### src/rtl/core/tpq_pkg.sv
`timescale 1ns / 1ps

package tpq_pkg;

  localparam int MAX_POINTS = 1024;
  localparam int IDX_W      = $clog2(MAX_POINTS);
  localparam int CNT_W      = $clog2(MAX_POINTS + 1);
  localparam int CFG_W      = 11;
  localparam int SQRT_STEPS = 32;
  localparam int DIV_STEPS  = 49;
  localparam int N_MIX      = 7;
  localparam int MIX_W      = $clog2(N_MIX);

  localparam logic [1:0] REQ_LOAD = 2'd0;
  localparam logic [1:0] REQ_NEAR = 2'd1;
  localparam logic [1:0] REQ_STAT = 2'd2;
  localparam logic [1:0] REQ_NONE = 2'd3;

  localparam logic [1:0] ST_LOAD = 2'd0;
  localparam logic [1:0] ST_NEAR = 2'd1;
  localparam logic [1:0] ST_STAT = 2'd2;

  typedef struct packed {
    logic [1:0]         req_type;
    logic [IDX_W-1:0]   point_index;
    logic signed [31:0] station;
    logic signed [31:0] pos_x;
    logic signed [31:0] pos_y;
    logic [15:0]        heading;
    logic signed [31:0] curvature;
    logic signed [31:0] speed;
    logic signed [31:0] left_edge;
    logic signed [31:0] right_edge;
  } tpq_req_t;

  typedef struct packed {
    logic [1:0]         status;
    logic [IDX_W-1:0]   found_index;
    logic [31:0]        distance;
    logic signed [31:0] out_station;
    logic signed [31:0] out_x;
    logic signed [31:0] out_y;
    logic [15:0]        out_heading;
    logic signed [31:0] out_curvature;
    logic signed [31:0] out_speed;
    logic signed [31:0] out_left_edge;
    logic signed [31:0] out_right_edge;
  } tpq_rsp_t;

  typedef struct packed {
    logic signed [31:0] station;
    logic signed [31:0] x;
    logic signed [31:0] y;
    logic [15:0]        heading;
    logic signed [31:0] curvature;
    logic signed [31:0] speed;
    logic signed [31:0] left_edge;
    logic signed [31:0] right_edge;
  } tpq_row_t;

  typedef enum logic [2:0] {
    RD_CNT, RD_LAST, RD_ZERO, RD_MID, RD_HI, RD_LO, RD_BEST
  } rd_sel_t;

  typedef enum logic [2:0] {
    SR_NONE, SR_LAST, SR_ZERO, SR_INIT, SR_STEP, SR_FIN
  } srch_op_t;

  typedef enum logic [1:0] {
    RES_LOAD, RES_NEAR, RES_STEQ, RES_STMIX
  } res_kind_t;

  typedef enum logic [4:0] {
    S_IDLE, S_LOAD, S_SCAN, S_DRAIN, S_SQRT, S_NRD, S_RDLAST, S_CHKLAST,
    S_CHKFIRST, S_MIDRD, S_MIDCHK, S_RDHI, S_RDLO, S_GRABLO, S_EQCHK,
    S_DIV, S_WSAT, S_MUL, S_ACC, S_FIN
  } state_t;

  typedef struct packed {
    logic             capture;
    logic             mem_we;
    logic             rd_en;
    rd_sel_t          rd_sel;
    logic             scan;
    srch_op_t         srch_op;
    logic             grab_hi;
    logic             grab_lo;
    logic             sqrt_init;
    logic             sqrt_step;
    logic             div_init;
    logic             div_step;
    logic             w_load;
    logic             mix_mul;
    logic             mix_acc;
    logic             res_load;
    res_kind_t        res_kind;
    logic [CNT_W-1:0] cnt;
  } tpq_cmd_t;

  typedef struct packed {
    logic cnt_last;
    logic pipe_busy;
    logic q_ge_rd;
    logic q_lt_rd;
    logic srch_empty;
    logic st_equal;
    logic out_free;
  } tpq_sts_t;

endpackage

### src/rtl/core/tpq_ctrl.sv
`timescale 1ns / 1ps

module tpq_ctrl import tpq_pkg::*; (
  input  logic       clk,
  input  logic       rst_n,
  input  logic       in_valid,
  input  logic [1:0] in_type,
  input  tpq_sts_t   sts,
  output logic       in_ready,
  output tpq_cmd_t   cmd
);

  state_t           state_r, state_nxt;
  logic [CNT_W-1:0] cnt_r, cnt_nxt;
  res_kind_t        kind_r, kind_nxt;

  always_ff @(posedge clk) begin
    if (!rst_n) begin
      state_r <= S_IDLE;
      cnt_r   <= '0;
      kind_r  <= RES_LOAD;
    end else begin
      state_r <= state_nxt;
      cnt_r   <= cnt_nxt;
      kind_r  <= kind_nxt;
    end
  end

  always_comb begin
    state_nxt = state_r;
    cnt_nxt   = cnt_r;
    kind_nxt  = kind_r;
    in_ready  = 1'b0;
    cmd       = '0;
    cmd.rd_sel   = RD_CNT;
    cmd.srch_op  = SR_NONE;
    cmd.res_kind = kind_r;
    cmd.cnt      = cnt_r;
    unique case (state_r)
      S_IDLE: begin
        in_ready = 1'b1;
        cnt_nxt  = '0;
        if (in_valid) begin
          cmd.capture = 1'b1;
          unique case (in_type)
            REQ_LOAD: state_nxt = S_LOAD;
            REQ_NEAR: state_nxt = S_SCAN;
            REQ_STAT: state_nxt = S_RDLAST;
            default:  state_nxt = S_IDLE;
          endcase
        end
      end
      S_LOAD: begin
        cmd.mem_we = 1'b1;
        kind_nxt   = RES_LOAD;
        state_nxt  = S_FIN;
      end
      S_SCAN: begin
        cmd.rd_en = 1'b1;
        cmd.scan  = 1'b1;
        if (sts.cnt_last) begin
          cnt_nxt   = '0;
          state_nxt = S_DRAIN;
        end else begin
          cnt_nxt = cnt_r + 1'b1;
        end
      end
      S_DRAIN: begin
        if (!sts.pipe_busy) begin
          cmd.sqrt_init = 1'b1;
          state_nxt     = S_SQRT;
        end
      end
      S_SQRT: begin
        cmd.sqrt_step = 1'b1;
        if (cnt_r == CNT_W'(SQRT_STEPS - 1)) begin
          state_nxt = S_NRD;
        end else begin
          cnt_nxt = cnt_r + 1'b1;
        end
      end
      S_NRD: begin
        cmd.rd_en  = 1'b1;
        cmd.rd_sel = RD_BEST;
        kind_nxt   = RES_NEAR;
        state_nxt  = S_FIN;
      end
      S_RDLAST: begin
        cmd.rd_en  = 1'b1;
        cmd.rd_sel = RD_LAST;
        state_nxt  = S_CHKLAST;
      end
      S_CHKLAST: begin
        if (sts.q_ge_rd) begin
          cmd.srch_op = SR_LAST;
          state_nxt   = S_RDHI;
        end else begin
          cmd.rd_en  = 1'b1;
          cmd.rd_sel = RD_ZERO;
          state_nxt  = S_CHKFIRST;
        end
      end
      S_CHKFIRST: begin
        if (sts.q_lt_rd) begin
          cmd.srch_op = SR_ZERO;
          state_nxt   = S_RDHI;
        end else begin
          cmd.srch_op = SR_INIT;
          state_nxt   = S_MIDRD;
        end
      end
      S_MIDRD: begin
        if (sts.srch_empty) begin
          cmd.srch_op = SR_FIN;
          state_nxt   = S_RDHI;
        end else begin
          cmd.rd_en  = 1'b1;
          cmd.rd_sel = RD_MID;
          state_nxt  = S_MIDCHK;
        end
      end
      S_MIDCHK: begin
        cmd.srch_op = SR_STEP;
        state_nxt   = S_MIDRD;
      end
      S_RDHI: begin
        cmd.rd_en  = 1'b1;
        cmd.rd_sel = RD_HI;
        state_nxt  = S_RDLO;
      end
      S_RDLO: begin
        cmd.grab_hi = 1'b1;
        cmd.rd_en   = 1'b1;
        cmd.rd_sel  = RD_LO;
        state_nxt   = S_GRABLO;
      end
      S_GRABLO: begin
        cmd.grab_lo = 1'b1;
        state_nxt   = S_EQCHK;
      end
      S_EQCHK: begin
        if (sts.st_equal) begin
          kind_nxt  = RES_STEQ;
          state_nxt = S_FIN;
        end else begin
          cmd.div_init = 1'b1;
          cnt_nxt      = '0;
          state_nxt    = S_DIV;
        end
      end
      S_DIV: begin
        cmd.div_step = 1'b1;
        if (cnt_r == CNT_W'(DIV_STEPS - 1)) begin
          cnt_nxt   = '0;
          state_nxt = S_WSAT;
        end else begin
          cnt_nxt = cnt_r + 1'b1;
        end
      end
      S_WSAT: begin
        cmd.w_load = 1'b1;
        state_nxt  = S_MUL;
      end
      S_MUL: begin
        cmd.mix_mul = 1'b1;
        state_nxt   = S_ACC;
      end
      S_ACC: begin
        cmd.mix_acc = 1'b1;
        if (cnt_r == CNT_W'(N_MIX - 1)) begin
          kind_nxt  = RES_STMIX;
          state_nxt = S_FIN;
        end else begin
          cnt_nxt   = cnt_r + 1'b1;
          state_nxt = S_MUL;
        end
      end
      S_FIN: begin
        if (sts.out_free) begin
          cmd.res_load = 1'b1;
          state_nxt    = S_IDLE;
        end
      end
      default: state_nxt = S_IDLE;
    endcase
  end

endmodule

### config.mk
export PLATFORM = sky130hd
export DESIGN_NAME = tpq_ctrl
export DESIGN_NICKNAME = d
export VERILOG_FILES = /design/src/rtl/core/tpq_pkg.sv /design/src/rtl/core/tpq_ctrl.sv
export SDC_FILE = /design/constraint.sdc
export NUM_CORES = 1
export LEC_CHECK = 0
export ABC_CLOCK_PERIOD_IN_PS = 1900
export BUFFER_PORTS_ARGS = -buffer_cell sky130_fd_sc_hd__buf_2
export CAP_MARGIN = 20
export CORE_MARGIN = 1
export CORE_UTILIZATION = 35
export DETAILED_ROUTE_END_ITERATION = 6
export GPL_TIMING_DRIVEN = 0
export SLEW_MARGIN = 15
export SYNTH_ARGS = -nofsm -noshare
export SYNTH_HDL_FRONTEND = slang
export SYNTH_SLANG_ARGS = --single-unit
export TNS_END_PERCENT = 10
### constraint.sdc
create_clock -name clk -period 1.9 [get_ports clk]
set_input_delay 0.38 -clock clk [delete_from_list [all_inputs] [get_ports clk]]
set_output_delay 0.38 -clock clk [all_outputs]
set_load 0.02 [all_outputs]
Word level (Yosys, flattened, before mapping)
Cells that the tools add are included.
{"block": "totals", "word_cells": 96, "in_bits": 12, "regBits": 18, "output_inout_bits": 34}
{"block": "op_classes", "reduce_logical": 9, "addsub": 1, "mux": 48, "eq_ne": 35}
{"cell": "one-hot mux 5 bit (19 select lines)", "n": 1}
{"cell": "one-hot mux 11 bit (6 select lines)", "n": 1}
{"cell": "two-way mux 11 bit", "n": 5}
{"cell": "== test 5 x 4 -> 1 bit (second input constant)", "n": 8}
{"cell": "two-way mux 5 bit", "n": 7}
{"cell": "inequality test 2 bit (second input constant)", "n": 11}
{"cell": "two-way mux 1 bit", "n": 21}
{"cell": "== test 5 x 3 -> 1 bit (second input constant)", "n": 4}
{"cell": "== test 5 bit (second input constant)", "n": 4}
{"cell": "one-hot mux 3 bit (6 select lines)", "n": 1}
{"cell": "one-hot mux 3 bit (4 select lines)", "n": 1}
{"cell": "adder 11 x 1 -> 11 bit (second input constant)", "n": 1}
{"cell": "== test 11 x 3 -> 1 bit (second input constant)", "n": 1}
{"cell": "== test 11 x 5 -> 1 bit (second input constant)", "n": 1}
{"cell": "== test 11 x 6 -> 1 bit (second input constant)", "n": 1}
{"cell": "== test 5 x 2 -> 1 bit (second input constant)", "n": 2}
{"cell": "two-way mux 2 bit", "n": 5}
{"cell": "one-hot mux 3 bit (3 select lines)", "n": 1}
{"cell": "two-way mux 4 bit", "n": 2}
{"cell": "one-hot mux 2 bit (4 select lines)", "n": 1}
{"cell": "AND reduction 6 bit", "n": 1}
{"cell": "nonzero test 6 bit", "n": 1}
{"cell": "== test 5 x 1 -> 1 bit (second input constant)", "n": 1}
{"cell": "zero test 5 bit", "n": 1}
{"cell": "10 further kinds", "n": 10}

Depth between registers and ports, before layout
Gate-level depths: netlist of run 1.
{"block": "depth", "depth_word": 4, "ltp_mapped": 8, "mapped_depth_nobuf": 7}

Least setup slack after synthesis of run 1
No wires, ideal clock.
{"block": "synth_timing", "path_type": "register -> output", "startpoint": "reg state_r[0]", "endpoint": "out cmd[30] (netlist name)", "arrival_time_ns": 1.704, "path_stages_with_launch": 5, "setup_slack_ns": -0.184, "cell_sequence": "dfxtp_1 > or3b_1 > clkbuf_1 > o31ai_1 > a21o_1"}
{"element": "start: declaration", "line_no": "tpq_ctrl.sv:13", "source": "state_t state_r, state_nxt;"}
{"element": "start signal: assignment", "line_no": "tpq_ctrl.sv:23", "source": "state_r <= state_nxt;"}
{"element": "end: declaration", "line_no": "tpq_ctrl.sv:10", "source": "output tpq_cmd_t cmd"}

Worst setup path in the final report of run 1
{"block": "layout_timing", "startpoint": "reg cnt_r[10]", "endpoint": "reg cnt_r[7]"}
{"block": "layout_between", "elab_chain_cells": 3, "word_cells_on_any_way": 8, "cone_classes": "eq/ne: 5; mux: 2; reduce/logical: 1"}
{"element": "start: declaration", "line_no": "tpq_ctrl.sv:14", "source": "logic [CNT_W-1:0] cnt_r, cnt_nxt;"}
{"element": "start signal: assignment", "line_no": "tpq_ctrl.sv:24", "source": "cnt_r <= cnt_nxt;"}
{"element": "== test 11 x 6 -> 1 bit (tied with other cells)", "line_no": "tpq_ctrl.sv:153", "source": "if (cnt_r == CNT_W'(DIV_STEPS - 1)) begin"}
{"element": "two-way mux 11 bit / inequality test 2 bit (equally long branches)"}
{"element": "one-hot mux 11 bit (6 select lines) / AND reduction 4 bit (equally long branches)"}
Parallel ways exist; a longest one is shown, timed or not.
A chain may end at the register's enable or synchronous reset.

==> results of run 1 <==
==> layer usage <==
layer,global-route usage,up-vias,part of all wire
met2,0.360,107,0.47
met4,0.0349,0,0.0052
met1,0.336,987,0.45
li1,-,999,-
met5,0,-,0
met3,0.0359,6,0.076
==> layout by cell type (no fill, tap or decap), types with 3 or more instances in the layout <==
cell,netlist,final
nor2b_1,4,4
nand3_1,7,7
or3_1,8,8
a21o_1,3,3
dfxtp_1,18,10
dfxtp_2,0,6
o21ai_0,12,10
clkbuf_16,0,3
buf_4,1,20
nor3_1,6,4
a211oi_2,9,11
ha_1,5,5
buf_6,3,6
nand4_1,5,5
clkbuf_1,11,3
inv_1,12,11
o22ai_1,11,9
a21oi_1,8,8
nand2_1,21,18
and3_1,4,4
nand2b_1,9,8
nor2_1,22,18
buf_2,1,41
clkbuf_8,0,6
==> sequential cells by signal, summed over array words and instances, names as in the netlist <==
signal,count
cnt_r,11
state_r,5
kind_r,2
==> cell families after synthesis <==
kind of cell               count (synthesis)
muxes                                      3
DFF                                       18
AOI/OAI and AO/OA                         68
and+or+nand+nor                          111
buffers and inverters                     31
adders and majority gates                  5
xor gates and xnor gates                   1
==> power by group through the flow <==
stage	Clock (uW)	Combinational, uW	Sequential (uW)
2_1_floorplan	0	1230	486
3_3_place_gp	0	1620	488
3_5_place_dp	0	1610	488
4_1_cts	329	1970	489
5_1_grt	344	2230	507
6_report	325	2080	499
==> worst paths after layout <==
| kind | slack, ns | start | cells after the start | to |
|---|---|---|---|---|
| setup / recovery | -0.06 | cnt_r[10] | 6 | cnt_r[7] |
| hold / removal | 0.42 | sts[0] | 3 | state_r[4] |
| setup reg to reg | -0.06 | cnt_r[10] | 6 | cnt_r[7] |
| hold reg to reg | 0.51 | cnt_r[8] | 2 | cnt_r[8] |
==> timing repair <==
item,CTS,global route
pin swaps,24,5
resized for setup,68,14
endpoints found under the setup margin,34,30
buffers inserted,14,0
gates cloned,2,0
==> metrics by stage <==
step | TNS [ns] | utilization | hold slack (ns) | total power [uW] | setup slack (ns)
2_1_floorplan | -0.972 | - | 0.539 | 1720 | -0.169
3_3_place_gp | -5.58 | 0.434 | 0.478 | 2110 | -0.632
3_5_place_dp | -5.44 | 0.434 | 0.473 | 2100 | -0.618
4_1_cts | -0.295 | 0.523 | 0.416 | 2790 | -0.0369
5_1_grt | -2.02 | 0.530 | 0.428 | 3080 | -0.143
6_report | -0.391 | 0.530 | 0.417 | 2900 | -0.0606
==> cells in the mapped netlist, drive strengths merged, types with 4 or more instances <==
cell	count	share of area
nand3	8	0.026
nor2b	4	0.014
ha	5	0.036
nand2	21	0.045
nor3	6	0.017
clkbuf	11	0.023
nor2	22	0.047
o22ai	11	0.039
a21oi	8	0.023
inv	12	0.026
nand4	5	0.018
buf	7	0.031
o21ai	14	0.042
or3	10	0.039
and3	4	0.014
a211oi	12	0.077
nand2b	10	0.040
dfxtp	18	0.20
==> critical path, delay by kind of cell (launching register included) <==
family	cells	cell delay [ns]
AO/OA/AOI/OAI	3	0.50
buffers and inverters	1	0.18
flip-flops	1	0.32
AND/OR/NAND/NOR	2	0.85
==> layout make-up <==
cell class | instances | area (um^2)
repair buffers | 60 | 355
plain buffers | 16 | 196
inverters | 13 | 57.6
clock buffers | 4 | 55.1
well taps | 67 | 83.8
multi-input cells | 189 | 1410
flip-flops and latches | 18 | 375
fillers | 435 | 2250
==> flow_summary.json, run 1 <==
{
  "syn_area_mm2": 0.00176,
  "yosysSeqAreaShare": 0.205,
  "clock_path_buffers": 2,
  "avgViaCountPerCell": 5.72,
  "crit_path_cell_trace": "or4_4 > nor4_4 > o22ai_4 > buf_6 > a211oi_2 > o22ai_1",
  "cp.required_ns": 2.04,
  "rows": 25,
  "clk_pin_slew_worst_paths_ns": 0.08,
  "rsz0062_at_grt": "true",
  "min_path_type": "input pin to flop",
  "dp.cells": 349,
  "tritoncts": "done",
  "netSwitchingFraction": 0.471,
  "power_density_mw_per_mm2": 1140,
  "synth_compound_area_frac": 0.290,
  "numPortBuffers": 45,
  "grt_pass1_vias": 1931,
  "worstSetupStartpointType": "flop",
  "fp.dieW_um": 72.9,
  "clock_sinks": 18,
  "max_stage_delay_ns": 0.58,
  "path_class": "flop to flop",
  "ios": 46,
  "dpl_cell_area_mm2": 0.00208,
  "synthDistinctLibCells": 63,
  "final_nets": 318,
  "maxCapViolCount": 0,
  "ys_ff_latch": 18,
  "grt_use_total": 0.230,
  "fin_crit_sh": 1.03,
  "pwr-share-seq": 0.172,
  "p_sw_uw": 1370,
  "synth_top_family_by_area": "simple AND/OR/NAND/NOR gates",
  "vias": 2099,
  "avgSynthCellArea_um2": 7.43,
  "die_y_um": 72.9,
  "syn_nets": 254,
  "dr.pass1.iters": 6,
  "tightest_slew_ns": 0.516,
  "cts_hold_buffers": 0,
  "power.share.clock": 0.112,
  "final_area_mm2": 0.00254,
  "grt_pass1_wl_um": 9690,
  "violations": "setup timing",
  "setup_viol": 16,
  "htree_levels": 1,
  "critPathCaptureType": "flop",
  "grt_start_max_net_pins": 11,
  "irDropWorstVdd_mv": 0.477,
  "yosysWarnings": 0,
  "drv_slew": 0,
  "place_congestion": 0.877,
  "clock_latency_ns": 0.26,
  "async_reset_ff_frac": 0,
  "drive_gt1_frac": 0.450,
  "place_hpwl_um": 3900,
  "synth_fa_ha_area_frac": 0.0355,
  "synth_mux_area_frac": 0.0178,
  "intPower_uw": 1540,
  "wl_um": 5970,
  "coreArea_mm2": 0.00479,
  "die_area_mm2": 0.00532,
  "antenna_found_initial": 0,
  "max-slew-margin-rel": 0.656,
  "synth-xor-area-share": 0.00497,
  "antenna_cells": 0,
  "skew_ns": 0.00768,
  "syn_inst": 237,
  "critical_path_arrival_ns": 2.10,
  "hold_viol": 0,
  "drc_errors": 0,
  "ys.flop_type": "dfxtp_1",
  "cp_max_fo": 10,
  "slowest_stage": "or4_4",
  "root_buffer": "clkbuf_8",
  "clock.fmax_ghz": 0.510,
  "yosys.area_share.simple": 0.365,
  "fin_ws_ns": -0.0606,
  "finalNonFillerCells": 367,
  "synth-edff-count": 0,
  "cts_inserted_buffers": 3,
  "initial_core_util": 0.368,
  "overflow": 0,
  "power_leakage_uw": 0.00105,
  "status": "complete, but fails checks",
  "ant_nets": 0,
  "area_delta_synth_final_pct": 44.0,
  "p_comb_frac": 0.717,
  "min_period_ns": 1.96,
  "drt-wirelength-per-cell_um": 16.3,
  "drt_iter0_drc": 239
}
(Power assumes the default switching activity.)
==> run 2, diff against run 1 <==
--- a/config.mk
+++ b/config.mk
@@ -11,9 +11,9 @@
 export CORE_MARGIN = 1
 export CORE_UTILIZATION = 35
 export DETAILED_ROUTE_END_ITERATION = 6
+export GPL_ROUTABILITY_DRIVEN = 1
 export GPL_TIMING_DRIVEN = 0
 export SLEW_MARGIN = 15
 export SYNTH_ARGS = -nofsm -noshare
 export SYNTH_HDL_FRONTEND = slang
 export SYNTH_SLANG_ARGS = --single-unit
-export TNS_END_PERCENT = 10
==> flow_summary.json, run 2 (same netlist as run 1, synthesis figures left out) <==
{
  "max-slew-margin-rel": 0.638,
  "drt-wirelength-per-cell_um": 16.9,
  "holdWs_ns": 0.442,
  "grt_use_total": 0.219,
  "cp.required_ns": 2.07,
  "skew_ns": 0.00575,
  "grt_start_max_net_pins": 11,
  "tns_ns": -0.792,
  "reg2reg_depth": 5,
  "dpl_worst_slack_ns": -0.374,
  "avgViaCountPerCell": 5.74,
  "die_area_mm2": 0.00532,
  "maxCapViolCount": 0,
  "hold_viol": 0,
  "irDropWorstVdd_mv": 0.608,
  "place_congestion": 0.863,
  "status": "complete, but fails checks",
  "dr.pass1.iters": 5,
  "ant_nets": 0,
  "clock.fmax_ghz": 0.501,
  "clock_path_buffers": 2,
  "drc_errors": 0,
  "hp-start": "sts[0]",
  "ios": 46,
  "fp.dieW_um": 72.9,
  "drt_iter0_drc": 190,
  "tritoncts": "done",
  "area_delta_synth_final_pct": 56.3,
  "min_path_cells": 3,
  "violations": "setup timing",
  "power_leakage_uw": 0.00112,
  "vias": 2140,
  "die_y_um": 72.9,
  "tightest_slew_ns": 0.544,
  "max_stage_delay_ns": 0.56,
  "holdPathEnd": "state_r[4]",
  "top_regs": "cnt_r (11), state_r (5), kind_r (2)",
  "final_nets": 324,
  "rsz0062_at_grt": "true",
  "drive_gt1_frac": 0.493,
  "critical_path_arrival_ns": 2.17,
  "place_hpwl_um": 3970,
  "setup_viol": 17,
  "antenna_found_initial": 0,
  "critPathCaptureType": "flop",
  "htree_levels": 1,
  "clock_sinks": 18,
  "fin_ws_ns": -0.0956,
  "regMostFlops": "cnt_r",
  "final_common_cell": "buf_2",
  "worstSetupStartpointType": "flop",
  "numPortBuffers": 45,
  "fin_crit_sh": 1.05,
  "cts_inserted_buffers": 3,
  "coreArea_mm2": 0.00479,
  "r2r_start": "cnt_r[8]",
  "path_class": "flop to flop",
  "layout_common_cells": "buf_2, buf_4, nand2_1, nor2_1",
  "grt_pass1_vias": 1805,
  "rows": 25,
  "wl_um": 6310,
  "r2r_slack_ns": -0.1,
  "cp_max_fo": 5,
  "clock_latency_ns": 0.26,
  "power_density_mw_per_mm2": 1180,
  "dpl_cell_area_mm2": 0.00211,
  "initial_core_util": 0.368,
  "slowest_stage": "or4_4",
  "root_buffer": "clkbuf_8",
  "grt_pass1_wl_um": 9110,
  "min_path_type": "input pin to flop",
  "final_area_mm2": 0.00275,
  "crit_path_cell_trace": "or4_4 > nor4_4 > o22ai_1 > nand2b_4 > a221oi_2",
  "antenna_cells": 0,
  "largest_reg_flops": 11,
  "drv_slew": 0,
  "cts_hold_buffers": 0,
  "overflow": 0,
  "min_period_ns": 2.00,
  "post-route-util": 0.575,
  "clk_pin_slew_worst_paths_ns": 0.08,
  "r2r-end": "state_r[1]"
}
run 2: cell count changes in the layout (fill, tap and decap cells not counted), sizes merged:
cell | before | now
clkbuf | 12 | 13
buf | 68 | 73
run 2: worst max-delay path: cells and delay by family, from the launching register on:
family             cells  cell delay [ns]
AOI/OAI and AO/OA      2             0.46
DFF                    1             0.34
and+or+nand+nor        3             1.12
run 2: power breakdown:
| group | leakage [uW] | internal (uW) | switching [uW] |
|---|---|---|---|
| Clock | 0.0000288 | 185 | 142 |
| Sequential | 0.000152 | 438 | 65.3 |
| Combinational | 0.000942 | 1140 | 1280 |
run 2: final cells by class:
cell class | count | area, um^2
timing repair buffer | 67 | 484
tap | 67 | 83.8
fill | 420 | 2030
buffer | 15 | 209
sequential | 18 | 383
clock buffer | 4 | 55.1
inverter | 13 | 65.1
multi-input combinational | 189 | 1470
run 2: worst max path at each step:
stage	from	to	slack, ns	cells after the start
after floorplan	state_r[3]	state_r[0]	-0.007	6
after global placement	state_r[4]	cmd[23]	-0.41	8
after detailed placement	state_r[4]	cmd[23]	-0.37	8
after CTS	cnt_r[8]	cnt_r[8]	-0.05	6
after global routing	cnt_r[8]	cnt_r[8]	-0.14	6
final	cnt_r[8]	state_r[1]	-0.1	5
run 2: stage by stage:
step | instances | power, uW
floorplan | 237 | 1730
global placement | 349 | 2120
detailed placement | 349 | 2110
CTS | 363 | 2690
global route | 373 | 3410
finish | 373 | 3250
run 2: repair_timing:
item / in CTS / in global routing
pin swaps: 7 / 16
setup endpoints to repair: 35 / 25
buffers inserted: 12 / 7
gates cloned: 0 / 5
gates resized for setup: 55 / 47
run 2: layer usage:
metal,vias up,part of all wire,track usage
met5,-,0,0
met4,0,0.016,0.0349
met3,14,0.071,0.0387
met2,112,0.46,0.347
met1,994,0.45,0.313
li1,1020,-,-
